### config.mk
export PLATFORM = sky130hd
export DESIGN_NAME = boost_charge_supervisor_core
export DESIGN_NICKNAME = d
export VERILOG_FILES = /design/src/sv/bcs_pkg.sv /design/src/sv/bcs_regs.sv /design/src/sv/bcs_ctrl.sv /design/src/sv/bcs_dp.sv /design/src/sv/boost_charge_supervisor_core.sv
export SDC_FILE = /design/constraint.sdc
export NUM_CORES = 2
export LEC_CHECK = 0
export ABC_AREA = 1
export BUFFER_PORTS_ARGS = -buffer_cell sky130_fd_sc_hd__buf_2
export CAP_MARGIN = 20
export CORE_ASPECT_RATIO = 0.75
export CORE_UTILIZATION = 50
export CTS_BUF_LIST = sky130_fd_sc_hd__clkbuf_16
export DETAILED_ROUTE_END_ITERATION = 16
export PLACE_DENSITY = 0.71
export SLEW_MARGIN = 20
export SYNTH_ARGS = -nofsm -noshare
export SYNTH_HDL_FRONTEND = slang
export SYNTH_SLANG_ARGS = --single-unit
### constraint.sdc
create_clock -name i_clk -period 11.15 [get_ports i_clk]
set_clock_uncertainty 0.2 [all_clocks]
set_input_delay 3.345 -clock i_clk [delete_from_list [all_inputs] [get_ports i_clk]]
set_output_delay 3.345 -clock i_clk [all_outputs]
set_load 0.05 [all_outputs]
### src/sv/bcs_pkg.sv
// ----------------------------------------------------------------------------
// bcs_pkg: shared types and constants of the boost charge supervisor
// widths, fixed-point constants, command codes, register indexes, fsm states
// ----------------------------------------------------------------------------
`default_nettype none

package bcs_pkg;

    localparam int CMD_W      = 3;
    localparam int COUNT_W    = 12;
    localparam int TARGET_W   = 7;
    localparam int DUTY_W     = 20;
    localparam int SCALE_W    = 16;
    localparam int PHASE_W    = 3;
    localparam int PULSE_W    = 5;
    localparam int VOLT_W     = 20;
    localparam int ERR_W      = 22;
    localparam int STALL_W    = 8;
    localparam int LEVEL_W    = 11;
    localparam int ADDR_W     = 5;
    localparam int DATA_W     = 32;
    localparam int IN_TDATA_W = 16;
    localparam int OUT_TDATA_W = 48;
    localparam int PERIOD_W   = 16;
    localparam int MIN_W      = 12;
    localparam int MAG_W      = 16;
    localparam int RAISE_W    = 9;
    localparam int QUOT_W     = 15;
    localparam int CUT_W      = 21;
    localparam int SUM_W      = 23;

    // register reset values
    localparam logic [TARGET_W-1:0] TARGET_RST = 7'd60;
    localparam logic [DUTY_W-1:0]   LIMIT_RST  = 20'd576717;
    localparam logic [SCALE_W-1:0]  SCALE_RST  = 16'd2165;
    localparam logic [PHASE_W-1:0]  PHASE_RST  = 3'd1;
    localparam logic [PULSE_W-1:0]  PULSE_RST  = 5'd3;

    // fixed-point constants (volts in q8, duty in q20)
    localparam logic [DUTY_W-1:0]   STALL_DUTY_Q20 = 20'd314572;
    localparam logic [VOLT_W-1:0]   STALL_VOLTS_Q8 = 20'd6656;
    localparam logic [7:0]          CLAMP_MARGIN_V = 8'd12;
    localparam logic [7:0]          CLAMP_MAX_V    = 8'd95;
    localparam logic signed [ERR_W-1:0] DEADBAND_Q8 = 22'sd128;
    localparam logic [MIN_W-1:0]    FULL_ERR_Q8    = 12'd2560;
    localparam logic [MAG_W-1:0]    CUT_ERR_SAT    = 16'hFFFF;
    // 315/2560 reduces to 63/512
    localparam logic [5:0]          RAISE_MUL      = 6'd63;
    localparam int                  RAISE_SHIFT    = 9;
    // floor(12*b/25) estimate: 12*ceil(2^18/25), off by at most one
    localparam logic [16:0]         CUT_RECIP      = 17'd125832;
    localparam int                  CUT_SHIFT      = 18;
    localparam logic [SUM_W-1:0]    CUT_BASE_Q20   = 23'd3932;

    typedef enum logic [CMD_W-1:0] {
        CMD_NONE      = 3'd0,
        CMD_CHARGE    = 3'd1,
        CMD_BOOST_OFF = 3'd2,
        CMD_KILL      = 3'd3,
        CMD_DROP      = 3'd4,
        CMD_AUTO      = 3'd5
    } t_cmd;

    typedef enum logic [2:0] {
        REG_TARGET = 3'd0,
        REG_LIMIT  = 3'd1,
        REG_SCALE  = 3'd2,
        REG_PHASE  = 3'd3,
        REG_PULSE  = 3'd4
    } t_reg;

    typedef enum logic [2:0] {
        ST_IDLE,
        ST_EVAL,
        ST_STEP,
        ST_UPDATE,
        ST_PUBLISH
    } t_state;

    typedef enum logic [1:0] {
        ADJ_NONE,
        ADJ_RAISE,
        ADJ_CUT
    } t_adj;

    typedef struct packed {
        logic load;
        logic eval;
        logic step;
        logic update;
        logic publish;
    } t_dp_cmd;

    typedef struct packed {
        logic out_busy;
    } t_dp_sts;

    typedef struct packed {
        logic [TARGET_W-1:0] target;
        logic [DUTY_W-1:0]   duty_limit;
        logic [SCALE_W-1:0]  bus_scale;
        logic [PHASE_W-1:0]  phase_en;
        logic [PULSE_W-1:0]  pulse_ms;
    } t_cfg;

    // packed msb first, so level_phase_one lands in the lowest bits
    typedef struct packed {
        logic [1:0]         pad;
        logic               ready_light;
        logic               stall_trip;
        logic               clamp_trip;
        logic               drop_refused;
        logic [PULSE_W-1:0] drop_length_ms;
        logic               drop_fire;
        logic               auto_out;
        logic               charging_out;
        logic               kill_out;
        logic [LEVEL_W-1:0] level_phase_three;
        logic [LEVEL_W-1:0] level_phase_two;
        logic [LEVEL_W-1:0] level_phase_one;
    } t_result;

endpackage

`default_nettype wire

### src/sv/bcs_regs.sv
// ----------------------------------------------------------------------------
// bcs_regs: configuration register file
// apb-style write and read of the five supervisor settings
// ----------------------------------------------------------------------------
`default_nettype none

module bcs_regs import bcs_pkg::*; (
    input  wire logic              i_clk,
    input  wire logic              i_rst_n,
    input  wire logic              psel,
    input  wire logic              penable,
    input  wire logic              pwrite,
    input  wire logic [ADDR_W-1:0] paddr,
    input  wire logic [DATA_W-1:0] pwdata,
    output logic      [DATA_W-1:0] prdata,
    output logic                   pready,
    output t_cfg                   o_cfg
);

    logic [TARGET_W-1:0] r_target;
    logic [DUTY_W-1:0]   r_limit;
    logic [SCALE_W-1:0]  r_scale;
    logic [PHASE_W-1:0]  r_phase;
    logic [PULSE_W-1:0]  r_pulse;
    logic                w_wr;

    assign pready = 1'b1;
    assign w_wr   = psel & penable & pwrite & pready;

    always_ff @(posedge i_clk) begin
        if (!i_rst_n) begin
            r_target <= TARGET_RST;
            r_limit  <= LIMIT_RST;
            r_scale  <= SCALE_RST;
            r_phase  <= PHASE_RST;
            r_pulse  <= PULSE_RST;
        end else if (w_wr) begin
            unique case (paddr[4:2])
                REG_TARGET: r_target <= pwdata[TARGET_W-1:0];
                REG_LIMIT:  r_limit  <= pwdata[DUTY_W-1:0];
                REG_SCALE:  r_scale  <= pwdata[SCALE_W-1:0];
                REG_PHASE:  r_phase  <= pwdata[PHASE_W-1:0];
                REG_PULSE:  r_pulse  <= pwdata[PULSE_W-1:0];
                default: ;
            endcase
        end
    end

    always_comb begin
        unique case (paddr[4:2])
            REG_TARGET: prdata = DATA_W'(r_target);
            REG_LIMIT:  prdata = DATA_W'(r_limit);
            REG_SCALE:  prdata = DATA_W'(r_scale);
            REG_PHASE:  prdata = DATA_W'(r_phase);
            REG_PULSE:  prdata = DATA_W'(r_pulse);
            default:    prdata = '0;
        endcase
    end

    assign o_cfg.target     = r_target;
    assign o_cfg.duty_limit = r_limit;
    assign o_cfg.bus_scale  = r_scale;
    assign o_cfg.phase_en   = r_phase;
    assign o_cfg.pulse_ms   = r_pulse;

endmodule

`default_nettype wire

### src/sv/bcs_ctrl.sv
// ----------------------------------------------------------------------------
// bcs_ctrl: tick sequencer
// walks one item through evaluate, step, duty update and publish
// ----------------------------------------------------------------------------
`default_nettype none

module bcs_ctrl import bcs_pkg::*; (
    input  wire logic i_clk,
    input  wire logic i_rst_n,
    input  wire logic i_in_valid,
    output logic      o_in_ready,
    input  t_dp_sts   i_sts,
    output t_dp_cmd   o_cmd
);

    t_state r_state;
    t_state n_state;

    always_ff @(posedge i_clk) begin
        if (!i_rst_n) begin
            r_state <= ST_IDLE;
        end else begin
            r_state <= n_state;
        end
    end

    always_comb begin
        n_state = r_state;
        unique case (r_state)
            ST_IDLE:    if (i_in_valid) n_state = ST_EVAL;
            ST_EVAL:    n_state = ST_STEP;
            ST_STEP:    n_state = ST_UPDATE;
            ST_UPDATE:  n_state = ST_PUBLISH;
            ST_PUBLISH: if (!i_sts.out_busy) n_state = ST_IDLE;
            default:    n_state = ST_IDLE;
        endcase
    end

    always_comb begin
        o_cmd      = '0;
        o_in_ready = 1'b0;
        unique case (r_state)
            ST_IDLE: begin
                o_in_ready = 1'b1;
                o_cmd.load = i_in_valid;
            end
            ST_EVAL:    o_cmd.eval    = 1'b1;
            ST_STEP:    o_cmd.step    = 1'b1;
            ST_UPDATE:  o_cmd.update  = 1'b1;
            ST_PUBLISH: o_cmd.publish = !i_sts.out_busy;
            default: ;
        endcase
    end

`ifndef SYNTHESIS
    a_load_starts_eval: assert property (@(posedge i_clk) disable iff (!i_rst_n)
        o_cmd.load |=> (r_state == ST_EVAL))
        else $error("accepted item did not start evaluation");
`endif

endmodule

`default_nettype wire

### src/sv/bcs_dp.sv
// ----------------------------------------------------------------------------
// bcs_dp: supervisor datapath
// bus scaling, trips, command decode, duty step and pwm levels
// ----------------------------------------------------------------------------
`default_nettype none

module bcs_dp import bcs_pkg::*; #(
    parameter int unsigned PWM_PERIOD  = 1499,
    parameter int unsigned STALL_LIMIT = 200
) (
    input  wire logic               i_clk,
    input  wire logic               i_rst_n,
    input  t_dp_cmd                 i_cmd,
    output t_dp_sts                 o_sts,
    input  t_cfg                    i_cfg,
    input  wire logic [CMD_W-1:0]   i_command,
    input  wire logic [COUNT_W-1:0] i_bus_count,
    input  wire logic               i_out_ready,
    output logic                    o_out_valid,
    output t_result                 o_result
);

    // supervisor state
    logic [DUTY_W-1:0]  r_duty;
    logic [DUTY_W-1:0]  n_duty;
    logic               r_charge;
    logic               r_auto;
    logic               r_kill;
    logic [STALL_W-1:0] r_stall;

    // item and pipeline registers
    logic [CMD_W-1:0]   r_cmd;
    logic [VOLT_W-1:0]  r_v;
    t_adj               r_adj;
    logic [MIN_W-1:0]   r_m;
    logic [MAG_W-1:0]   r_b;
    logic [RAISE_W-1:0] r_raise;
    logic [QUOT_W-1:0]  r_q0;
    logic               r_fire;
    logic               r_refused;
    logic               r_ctrip;
    logic               r_strip;
    logic               r_ready;
    logic               r_out_valid;
    t_result            r_result;

    // scale
    logic [COUNT_W+SCALE_W-1:0] w_v_prod;

    // evaluation
    logic [7:0]              w_clamp_sum;
    logic [TARGET_W-1:0]     w_clamp_v;
    logic                    w_over;
    logic                    w_v_low;
    logic [24:0]             w_v25;
    logic [24:0]             w_t25;
    logic                    w_drop_low;
    logic                    w_auto_hi;
    logic                    w_ready_hi;
    logic signed [ERR_W-1:0] w_err;
    logic [ERR_W-1:0]        w_err_mag;
    logic                    ev_charge;
    logic                    ev_auto;
    logic                    ev_kill;
    logic [DUTY_W-1:0]       ev_duty;
    logic [STALL_W-1:0]      ev_stall;
    logic                    ev_fire;
    logic                    ev_refused;
    logic                    ev_ctrip;
    logic                    ev_strip;
    t_adj                    ev_adj;
    logic [MIN_W-1:0]        ev_m;
    logic [MAG_W-1:0]        ev_b;

    // step and update
    logic [MIN_W+5:0]          w_raise_prod;
    logic [MAG_W+16:0]         w_q0_prod;
    logic [VOLT_W-1:0]         w_c;
    logic [VOLT_W-1:0]         w_chk;
    logic [QUOT_W-1:0]         w_q;
    logic [CUT_W-1:0]          w_cut;
    logic signed [SUM_W-1:0]   w_sum;
    logic [DUTY_W-1:0]         w_upd_duty;

    // levels
    logic [DUTY_W+PERIOD_W-1:0] w_lvl_prod;
    logic [LEVEL_W-1:0]         w_lvl;

    assign w_v_prod = i_bus_count * i_cfg.bus_scale;

    // clamp at min(target + 12, 95) volts
    assign w_clamp_sum = {1'b0, i_cfg.target} + CLAMP_MARGIN_V;
    assign w_clamp_v   = (w_clamp_sum > CLAMP_MAX_V) ? CLAMP_MAX_V[TARGET_W-1:0]
                                                     : w_clamp_sum[TARGET_W-1:0];
    assign w_over      = r_v > {5'b0, w_clamp_v, 8'b0};
    assign w_v_low     = r_v < STALL_VOLTS_Q8;

    // ratio tests against the target as exact cross products
    assign w_v25      = 25'(r_v);
    assign w_t25      = 25'(i_cfg.target);
    assign w_drop_low = (w_v25 * 25'd5) < (w_t25 * 25'd1024);
    assign w_auto_hi  = (w_v25 * 25'd20) >= (w_t25 * 25'd4864);
    assign w_ready_hi = (w_v25 * 25'd10) >= (w_t25 * 25'd2304);

    assign w_err     = $signed({7'b0, i_cfg.target, 8'b0}) - $signed({2'b0, r_v});
    assign w_err_mag = ERR_W'(-w_err);

    always_comb begin
        ev_charge  = r_charge;
        ev_auto    = r_auto;
        ev_kill    = r_kill;
        ev_duty    = r_duty;
        ev_stall   = '0;
        ev_fire    = 1'b0;
        ev_refused = 1'b0;
        ev_ctrip   = 1'b0;
        ev_strip   = 1'b0;
        ev_adj     = ADJ_NONE;
        ev_m       = '0;
        ev_b       = '0;

        // overvoltage clamp
        if (w_over) begin
            ev_ctrip  = 1'b1;
            ev_charge = 1'b0;
            ev_auto   = 1'b0;
            ev_duty   = '0;
            ev_kill   = 1'b1;
        end

        // stall watchdog, trips on the tick after the limit is reached
        if (ev_charge && (ev_duty > STALL_DUTY_Q20) && w_v_low) begin
            if (r_stall >= STALL_W'(STALL_LIMIT)) begin
                ev_strip  = 1'b1;
                ev_charge = 1'b0;
                ev_auto   = 1'b0;
                ev_duty   = '0;
                ev_kill   = 1'b1;
            end else begin
                ev_stall = r_stall + 1'b1;
            end
        end

        unique case (r_cmd)
            CMD_CHARGE: begin
                ev_charge = 1'b1;
                ev_duty   = '0;
                ev_kill   = 1'b0;
            end
            CMD_BOOST_OFF: begin
                ev_charge = 1'b0;
                ev_duty   = '0;
            end
            CMD_KILL: begin
                ev_charge = 1'b0;
                ev_auto   = 1'b0;
                ev_duty   = '0;
                ev_kill   = 1'b1;
            end
            CMD_DROP: begin
                if (w_drop_low) begin
                    ev_refused = 1'b1;
                end else begin
                    ev_fire = 1'b1;
                end
            end
            CMD_AUTO: begin
                ev_auto = !ev_auto;
                if (ev_auto) begin
                    ev_charge = 1'b1;
                    ev_kill   = 1'b0;
                end
            end
            default: ;
        endcase

        // deadband decision, the step itself follows in the step and update states
        if (ev_charge) begin
            if (w_err > DEADBAND_Q8) begin
                ev_adj = ADJ_RAISE;
                ev_m   = (w_err > $signed({10'b0, FULL_ERR_Q8})) ? FULL_ERR_Q8
                                                                 : w_err[MIN_W-1:0];
            end else if (w_err < -DEADBAND_Q8) begin
                ev_adj = ADJ_CUT;
                // beyond the saturation the cut drives duty to zero anyway
                ev_b   = (w_err_mag > {6'b0, CUT_ERR_SAT}) ? CUT_ERR_SAT
                                                           : w_err_mag[MAG_W-1:0];
            end
        end

        if (ev_auto && w_auto_hi) begin
            ev_fire = 1'b1;
        end
    end

    // raise = m*63/512, cut quotient estimate of 12*b/25
    assign w_raise_prod = r_m * RAISE_MUL;
    assign w_q0_prod    = r_b * CUT_RECIP;

    // correct the estimate, then cut = 20*b + floor(12*b/25) = floor(512*b/25)
    assign w_c   = VOLT_W'(r_b) * VOLT_W'(12);
    assign w_chk = VOLT_W'(r_q0) * VOLT_W'(25);
    assign w_q   = (w_chk > w_c) ? r_q0 - 1'b1 : r_q0;
    assign w_cut = CUT_W'(r_b) * CUT_W'(20) + CUT_W'(w_q);

    always_comb begin
        if (r_adj == ADJ_RAISE) begin
            w_sum = $signed({3'b0, r_duty}) + $signed({14'b0, r_raise});
        end else begin
            w_sum = $signed({3'b0, r_duty}) - $signed(CUT_BASE_Q20)
                  - $signed({2'b0, w_cut});
        end
        if (w_sum < 0) begin
            w_upd_duty = '0;
        end else if (w_sum > $signed({3'b0, i_cfg.duty_limit})) begin
            w_upd_duty = i_cfg.duty_limit;
        end else begin
            w_upd_duty = w_sum[DUTY_W-1:0];
        end
    end

    always_comb begin
        n_duty = r_duty;
        if (i_cmd.eval) begin
            n_duty = ev_duty;
        end else if (i_cmd.update && (r_adj != ADJ_NONE)) begin
            n_duty = w_upd_duty;
        end
    end

    assign w_lvl_prod = r_duty * PERIOD_W'(PWM_PERIOD);
    assign w_lvl      = w_lvl_prod[DUTY_W+LEVEL_W-1:DUTY_W];

    // control and supervisor state
    always_ff @(posedge i_clk) begin
        if (!i_rst_n) begin
            r_duty      <= '0;
            r_charge    <= 1'b0;
            r_auto      <= 1'b0;
            r_kill      <= 1'b1;
            r_stall     <= '0;
            r_out_valid <= 1'b0;
        end else begin
            r_duty <= n_duty;
            if (i_cmd.eval) begin
                r_charge <= ev_charge;
                r_auto   <= ev_auto;
                r_kill   <= ev_kill;
                r_stall  <= ev_stall;
            end
            if (i_cmd.publish) begin
                r_out_valid <= 1'b1;
            end else if (i_out_ready) begin
                r_out_valid <= 1'b0;
            end
        end
    end

    // payload
    always_ff @(posedge i_clk) begin
        if (i_cmd.load) begin
            r_cmd <= i_command;
            r_v   <= w_v_prod[COUNT_W+SCALE_W-1:8];
        end
        if (i_cmd.eval) begin
            r_adj     <= ev_adj;
            r_m       <= ev_m;
            r_b       <= ev_b;
            r_fire    <= ev_fire;
            r_refused <= ev_refused;
            r_ctrip   <= ev_ctrip;
            r_strip   <= ev_strip;
            r_ready   <= w_ready_hi;
        end
        if (i_cmd.step) begin
            r_raise <= w_raise_prod[MIN_W+5:RAISE_SHIFT];
            r_q0    <= w_q0_prod[CUT_SHIFT+QUOT_W-1:CUT_SHIFT];
        end
        if (i_cmd.publish) begin
            r_result.pad               <= '0;
            r_result.level_phase_one   <= i_cfg.phase_en[0] ? w_lvl : '0;
            r_result.level_phase_two   <= i_cfg.phase_en[1] ? w_lvl : '0;
            r_result.level_phase_three <= i_cfg.phase_en[2] ? w_lvl : '0;
            r_result.kill_out          <= r_kill;
            r_result.charging_out      <= r_charge;
            r_result.auto_out          <= r_auto;
            r_result.drop_fire         <= r_fire;
            r_result.drop_length_ms    <= r_fire ? i_cfg.pulse_ms : '0;
            r_result.drop_refused      <= r_refused;
            r_result.clamp_trip        <= r_ctrip;
            r_result.stall_trip        <= r_strip;
            r_result.ready_light       <= r_ready;
        end
    end

    assign o_sts.out_busy = r_out_valid & ~i_out_ready;
    assign o_out_valid    = r_out_valid;
    assign o_result       = r_result;

`ifndef SYNTHESIS
    a_stall_bounded: assert property (@(posedge i_clk) disable iff (!i_rst_n)
        r_stall <= STALL_W'(STALL_LIMIT))
        else $error("stall count beyond its limit");

    a_no_overwrite: assert property (@(posedge i_clk) disable iff (!i_rst_n)
        i_cmd.publish |-> !o_sts.out_busy)
        else $error("result published over a waiting item");

    a_duty_held: assert property (@(posedge i_clk) disable iff (!i_rst_n)
        !(i_cmd.eval || i_cmd.update) |=> $stable(r_duty))
        else $error("duty moved outside its update steps");

    a_kill_excludes_charge: assert property (@(posedge i_clk) disable iff (!i_rst_n)
        !(r_kill && r_charge))
        else $error("charge loop active while gates are killed");
`endif

endmodule

`default_nettype wire

### src/sv/boost_charge_supervisor_core.sv
// ----------------------------------------------------------------------------
// boost_charge_supervisor_core: charge supervisor for a boost converter
// one item per 10 ms tick: bus adc count and command in, pwm levels and flags out
// ----------------------------------------------------------------------------
// usage
//   s_axis carries one tick item: tdata = {pad, bus_count, command}. m_axis
//   returns exactly one result item per tick with the three phase pwm levels,
//   the kill, charge and auto flags, the drop pulse and the trip indications.
//   the apb port sets target, duty limit, bus scale, phase enables and pulse
//   length; write it only while no tick is in flight.
// timing
//   an accepted item shows on m_axis after the evaluate, step, update and
//   publish states; the next item is taken only after publish. scale
//   multiply at accept, then evaluate, quotient multiply, duty update and
//   level multiply each take one step, so the duty of one tick feeds the next.
// reset
//   synchronous, active low: registers return to their defaults, duty and
//   stall count clear, charge and auto drop, kill is set, m_axis goes idle.
// back-pressure
//   the result waits in the output register while m_axis_tready is low. the
//   next item is still accepted and runs until its publish step, where the
//   sequencer holds until the output register frees.
// ----------------------------------------------------------------------------
`default_nettype none

module boost_charge_supervisor_core import bcs_pkg::*; #(
    parameter int unsigned PWM_PERIOD  = 1499,
    parameter int unsigned STALL_LIMIT = 200
) (
    input  wire logic                   i_clk,
    input  wire logic                   i_rst_n,
    // configuration
    input  wire logic                   psel,
    input  wire logic                   penable,
    input  wire logic                   pwrite,
    input  wire logic [ADDR_W-1:0]      paddr,
    input  wire logic [DATA_W-1:0]      pwdata,
    output logic      [DATA_W-1:0]      prdata,
    output logic                        pready,
    // tick items in
    input  wire logic                   s_axis_tvalid,
    output logic                        s_axis_tready,
    // [2:0] command, [14:3] bus_count, [15] zero
    input  wire logic [IN_TDATA_W-1:0]  s_axis_tdata,
    // result items out
    output logic                        m_axis_tvalid,
    input  wire logic                   m_axis_tready,
    // [10:0] level_phase_one, [21:11] level_phase_two, [32:22] level_phase_three,
    // [33] kill_out, [34] charging_out, [35] auto_out, [36] drop_fire,
    // [41:37] drop_length_ms, [42] drop_refused, [43] clamp_trip,
    // [44] stall_trip, [45] ready_light, [47:46] zero
    output logic      [OUT_TDATA_W-1:0] m_axis_tdata
);

    t_cfg    w_cfg;
    t_dp_cmd w_cmd;
    t_dp_sts w_sts;
    t_result w_result;

    // register file
    bcs_regs u_regs (
        .i_clk   (i_clk),
        .i_rst_n (i_rst_n),
        .psel    (psel),
        .penable (penable),
        .pwrite  (pwrite),
        .paddr   (paddr),
        .pwdata  (pwdata),
        .prdata  (prdata),
        .pready  (pready),
        .o_cfg   (w_cfg)
    );

    // sequencer: accept only in idle, hold publish while the output is stalled
    bcs_ctrl u_ctrl (
        .i_clk      (i_clk),
        .i_rst_n    (i_rst_n),
        .i_in_valid (s_axis_tvalid),
        .o_in_ready (s_axis_tready),
        .i_sts      (w_sts),
        .o_cmd      (w_cmd)
    );

    // datapath with supervisor state and output register
    bcs_dp #(
        .PWM_PERIOD  (PWM_PERIOD),
        .STALL_LIMIT (STALL_LIMIT)
    ) u_dp (
        .i_clk       (i_clk),
        .i_rst_n     (i_rst_n),
        .i_cmd       (w_cmd),
        .o_sts       (w_sts),
        .i_cfg       (w_cfg),
        .i_command   (s_axis_tdata[CMD_W-1:0]),
        .i_bus_count (s_axis_tdata[CMD_W+COUNT_W-1:CMD_W]),
        .i_out_ready (m_axis_tready),
        .o_out_valid (m_axis_tvalid),
        .o_result    (w_result)
    );

    // result struct is laid out to match the tdata packing
    assign m_axis_tdata = w_result;

endmodule

`default_nettype wire

# After elaboration in Yosys (flattened, before gate mapping)
# Index checks and enable logic that the tools add are counted.
[totals] regBits=214 out_inout_bits=83 elab_cells=168
[op_classes] addsub=9 n_mul=12 order_cmp=15 n_eq_ne=16 mux=48 bitwise=7 reduce_logical=23
[ops] operator="$mux 20" n=8
[ops] operator="$pmux 20 s5" n=1
[ops] operator="$mul 20x3->23 const B" n=3
[ops] operator="$ge 25x25->1" n=2
[ops] operator="$mul 20x11->31 const B" n=1
[ops] operator="$mul 16x14->30 const B" n=1
[ops] operator="$mul 12x16->28" n=1
[ops] operator="$lt 25x17->1" n=1
[ops] operator="$mux 1" n=25
[ops] operator="$gt 23x21->1" n=1
[ops] operator="$lt 23x1->1 const B" n=1
[ops] operator="$mux 23" n=1
[ops] operator="$sub 23x22->23" n=1
[ops] operator="$gt 22x13->1 const B" n=1
[ops] operator="$gt 22x16->1 const B" n=1
[ops] operator="$gt 22x9->1 const B" n=1
[ops] operator="$lt 22x8->1 const B" n=1
[ops] operator="$neg 22->22" n=1
[ops] operator="$add 20x9->21" n=1
[ops] operator="$add 21x15->21" n=1
[ops] operator="$sub 15x20->21" n=1
[ops] operator="$sub 20x12->21 const B" n=1
[ops] operator="$gt 20x15->1" n=1
[ops] operator="$gt 20x19->1 const B" n=1
[ops] operator="other kinds (37)" n=72

# Longest topological paths before layout
[logic_depth] ltp_word=13 ltp_mapped=74 ltp_nobuf=73

# Cells and area by module
# Synthesis repeated with hierarchy kept, for this count alone.
[unflattened] hier_cells=4589 hier_area_um2=36535.0
[by_module_without_submodules] module="bcs_dp" n_inst=1 cells_per_inst=4160 area_each_um2=33713.6 seq_area_each_um2=4484.3
[by_module_without_submodules] module="bcs_regs" n_inst=1 cells_per_inst=404 area_each_um2=2660.1 seq_area_each_um2=1021.0
[by_module_without_submodules] module="bcs_ctrl" n_inst=1 cells_per_inst=25 area_each_um2=161.4 seq_area_each_um2=60.1

# Least setup slack after synthesis
# Ideal clock, no wire load.
[synth_timing] path_type="reg2reg" startpoint="register u_dp.r_q0[3]" endpoint="register u_dp.r_duty[10]" setup_time_ns=0.109 t_arrival_ns=9.186 required_ns=10.841 slack_ns=1.654 path_stages_with_launch=71 path_cell_list="edfxtp_1 > inv_1 > ha_1 > ha_1 > inv_1 > fa_1 > inv_1 > ha_1 > nand2_1 > nor2_1 > a211oi_1 > o21ai_0 > nand2_1 > nand2_1 > a21oi_1 > o21ai_0 > nand2_1 > inv_1 > (+35 left out) > inv_1 > ha_1 > nand2_1 > inv_1 > nand3_1 > nor3_1 > nand2_1 > nand2_1 > nand2_1 > a21oi_1 > o21ai_0 > nand2_1 > clkbuf_1 > nand3_1 > nand3_1 > nand3_1 > nand2_1 > inv_1"
[synth_between] elab_chain_len=11 elab_cells_between_ends=13 cone_classes="add/sub (3); mul (1); order compare (3); mux (6)"
[synth_lines] element="start, declared" line="bcs_dp.sv:38" rtl="logic [QUOT_W-1:0] r_q0;"
[synth_lines] element="start signal, assigned" line="bcs_dp.sv:277" rtl="r_q0 <= w_q0_prod[CUT_SHIFT+QUOT_W-1:CUT_SHIFT];"
[synth_lines] element="$mul 15x5->20" line="bcs_dp.sv:202" rtl="assign w_chk = VOLT_W'(r_q0) * VOLT_W'(25);"
[synth_lines] element="$gt 20x20->1" line="bcs_dp.sv:203" rtl="assign w_q = (w_chk > w_c) ? r_q0 - 1'b1 : r_q0;"
[synth_lines] element="$mux 15 *" line="bcs_dp.sv:203"
[synth_lines] element="$add 21x15->21 *" line="bcs_dp.sv:204" rtl="assign w_cut = CUT_W'(r_b) * CUT_W'(20) + CUT_W'(w_q);"
[synth_lines] element="$sub 23x22->23 *" line="bcs_dp.sv:211" rtl="- $signed({2'b0, w_cut});"
[synth_lines] element="$mux 23 *" line="bcs_dp.sv:207" rtl="if (r_adj == ADJ_RAISE) begin"
[synth_lines] element="$gt 23x21->1" line="bcs_dp.sv:215" rtl="end else if (w_sum > $signed({3'b0, i_cfg.duty_limit})) begin"
[synth_lines] element="$mux 20" line="bcs_dp.sv:215"
[synth_lines] element="$mux 20 *" line="bcs_dp.sv:213" rtl="if (w_sum < 0) begin"
[synth_lines] element="$mux 20 *" line="bcs_dp.sv:226" rtl="end else if (i_cmd.update && (r_adj != ADJ_NONE)) begin"
[synth_lines] element="$mux 20 *" line="bcs_dp.sv:224" rtl="if (i_cmd.eval) begin"
[synth_lines] element="end signal, assigned" line="bcs_dp.sv:244" rtl="r_duty <= n_duty;"
[synth_lines] element="end, declared" line="bcs_dp.sv:24" rtl="logic [DUTY_W-1:0] r_duty;"
# Mark *: on every way between the ends. The rest lies on a longest branch, timed or not. The select of a mux whose other input is x is not followed.
# A chain may end at the register's enable or synchronous reset.

# Worst setup path in the final report
[layout_timing] startpoint="register u_dp.r_q0[3]" endpoint="register u_dp.r_duty[1]"
# The elaborated chain is that of the path after synthesis.

==> impl_results.md <==
* Status: completed
* Post-synth EDFFs at 128
* Critical path launch point type: flop
* Core area at 0.0705 mm²
* Share of layout cells above drive strength 1 at 6.93%
* Sequential area share after synthesis at 15.5%
* Net count, final at 5,591
* Die X at 311 µm
* Critical hold path startpoint: u_dp.r_ctrip$_DFFE_PP_
* WS Path Type: reg -> reg
* Yosys warns at 0
* Clk buf depth at 3
* Crit. Startpoint: u_dp.r_q0[3]$_DFFE_PP_
* Cell mode on critical path: nand2_1
* Slowest CP cell: fa_1
* Max Slew Vio Count at 0
* Max_cap viols at 0
* Antenna diode count at 0
* Worst Setup End Kind: flop
* Hpwl dp at 78,100 µm
* CTS root buf: clkbuf_16
* Cells after synthesis at 4,462
* Relative slew slack at 40.4%
* 1st-pass router iterations at 5
* Wirelength, routed at 93,000 µm
* Std cell rows at 84
* Worst hold-check path type: reg -> reg
* FF-to-FF Start: u_dp.r_q0[3]$_DFFE_PP_
* Post-Syn Area at 0.0359 mm²
* Filler Cell Count at 6,596
* Worst path arrival time at 10,520 ps
* Cts hold-fix bufs at 0
* First-pass GRT wire length at 149,000 µm
* Netlist cell types at 66
* Storage element area at 0.00557 mm²
* Final hold viol count at 0
* Clock transition at path regs at 60 ps
* Tcrit/Tclk final at 92.2%
* Data required time of the worst path at 11,390 ps
* Setup-failing EPs final at 0
* Crit path time final at 10,280 ps
* Synthesis-stage register bit count at 214
* Largest net degree at the start of global routing at 52
* Multi-input gate area at 0.0265 mm²
* Skew-Pair Late Insertion Delay at 550 ps
* Primary FF master, synth: edfxtp_1
* CTS buffer count at 24
* Vias in the first global route at 28,200
* Initial antenna violation count at 2
* Die H at 234 µm
* Via/cell ratio at 5.32
* 1st-iter DRT viols at 2,246
* P&R area growth vs syn at 7.28%
* Die area at 0.0729 mm²
* Detailed-route via count at 29,400
* Post-route ant nets at 0
* CP top delay family: compound AO/OA/AOI/OAI gates
* WP buf/inv at 6
* Max FO, Critical Path at 6
* Drt wl/cell at 16.8 µm
* Fmax at 97.3 MHz
* Gr ovfl total at 0
* Clock sink total at 214
* GRT Resource Usage Total at 25.5%
* Number of port buffers at 112
* Final Core Density at 54.6%
* Placed inst area at 0.0375 mm²
* Worst Tran Pin Value at 894 ps
* Io pins at 143
* DRC violations left at 0
* Initial Util at 50.9%
* GPL Wtd Cong at 0.946
* CP max stage delay at 590 ps
* H-tree Lvls at 1
* Avg Synthesized Cell Area at 8.05 µm²
* CTS tree: yes
* Post-synthesis async set-or-reset flop share at 0%
* Final instance area at 0.0385 mm²
worst reg2reg max path: cells and delay by family (launching register included):
family / cells / cell delay (ps)
xor+xnor: 3 / 560
simple gates: 27 / 2470
fa+ha+maj: 9 / 2940
buf+inv: 6 / 470
flops: 1 / 460
compound gates: 18 / 3070
metal layers:
metal	routed length [µm]	global-route usage (%)
met5	12	0
met3	7140	4.49
met1	44700	37.9
met2	39800	39.3
met4	1360	4.14
cell type report:
cell class                 count  area share, %
clock buffer                  25           1.62
multi-input combinational   3215           68.8
inverter                     952           9.29
tap                          946           3.07
sequential                   214           14.5
timing repair buffer         162           2.43
clock inverter                19          0.377
flip-flops by register name, indices dropped and copies added, names as in the netlist, 2 cells and up:
name,cells
u_ctrl.r_state,3
u_dp.o_result,46
u_dp.r_adj,2
u_dp.r_b,16
u_dp.r_cmd,3
u_dp.r_duty,20
u_dp.r_m,12
u_dp.r_q0,15
u_dp.r_raise,9
u_dp.r_stall,8
u_dp.r_v,20
u_regs.r_limit,20
u_regs.r_phase,3
u_regs.r_pulse,5
u_regs.r_scale,16
u_regs.r_target,7
placed cells by master, fill, tap and decap left out, types with 7 or more instances in the layout:
master	count
inv_1	936
fa_1	381
nand2_1	747
edfxtp_1	128
ha_1	579
clkbuf_16	25
dfxtp_1	86
conb_1	15
o21ai_0	170
nor3_1	32
nor2_1	285
nand3_1	176
o21a_1	10
buf_2	112
nand4_1	58
a21oi_1	305
o21ai_1	8
o21bai_1	24
o31ai_1	8
nor4_1	17
nand3b_1	7
a31oi_1	9
a211oi_1	7
xor2_1	155
xnor2_1	54
buf_4	50
nand2_2	11
a21o_1	16
nor2_2	36
inv_2	15
o211ai_1	19
stage by stage:
step	setup TNS, ps	setup slack [ps]	std cells	hold slack [ps]
after CTS	0	293	5515	222
after floorplan	0	1650	4475	200
after global routing	-36.7	-21.2	5533	237
after detailed placement	0	326	5471	208
after global placement	0	395	5471	215
final	0	871	5533	232
synthesized netlist by cell type, types with 24 or more instances:
master	number	area, µm²
inv_1	938	3520
nand2_1	750	2820
ha_1	581	7270
fa_1	381	7630
a21oi_1	311	1560
nor2_1	291	1090
nand3_1	176	881
o21ai_0	175	876
xor2_1	156	1370
edfxtp_1	128	3840
dfxtp_1	86	1720
clkbuf_1	71	267
nand4_1	58	363
xnor2_1	54	473
nor3_1	33	165
nor2_2	31	194
o21bai_1	24	180
final timing paths:
path              cells past startpoint                          end  slack, ps
setup reg to reg                     63  u_dp.r_duty[1]$_SDFFE_PN0P_        870
hold / removal                        0  u_dp.o_result[43]$_DFFE_PP_        230
hold reg to reg                       0  u_dp.o_result[43]$_DFFE_PP_        230
setup / recovery                     63  u_dp.r_duty[1]$_SDFFE_PN0P_        870
logic make-up (layout without fill, tap and decap cells):
kind of cell,after synthesis,count (layout),share of synthesized area (%)
AO/OA/AOI/OAI,617,617,9.57
XOR/XNOR,213,213,5.26
buffers and inverters,1047,1158,11.2
AND/OR/NAND/NOR,1407,1408,16.9
flip-flops,214,214,15.5
other,2,15,0.0209
adder cells (fa/ha/maj),962,962,41.5
what timing repair did:
action | CTS | global route
resized for setup | 0 | 32
setup buffers | 0 | 17
setup endpoints to repair | 0 | 20
Power is left out: the tool's default activity adds up to more than one toggle a clock period on the data nets, which glitch-free logic cannot reach.
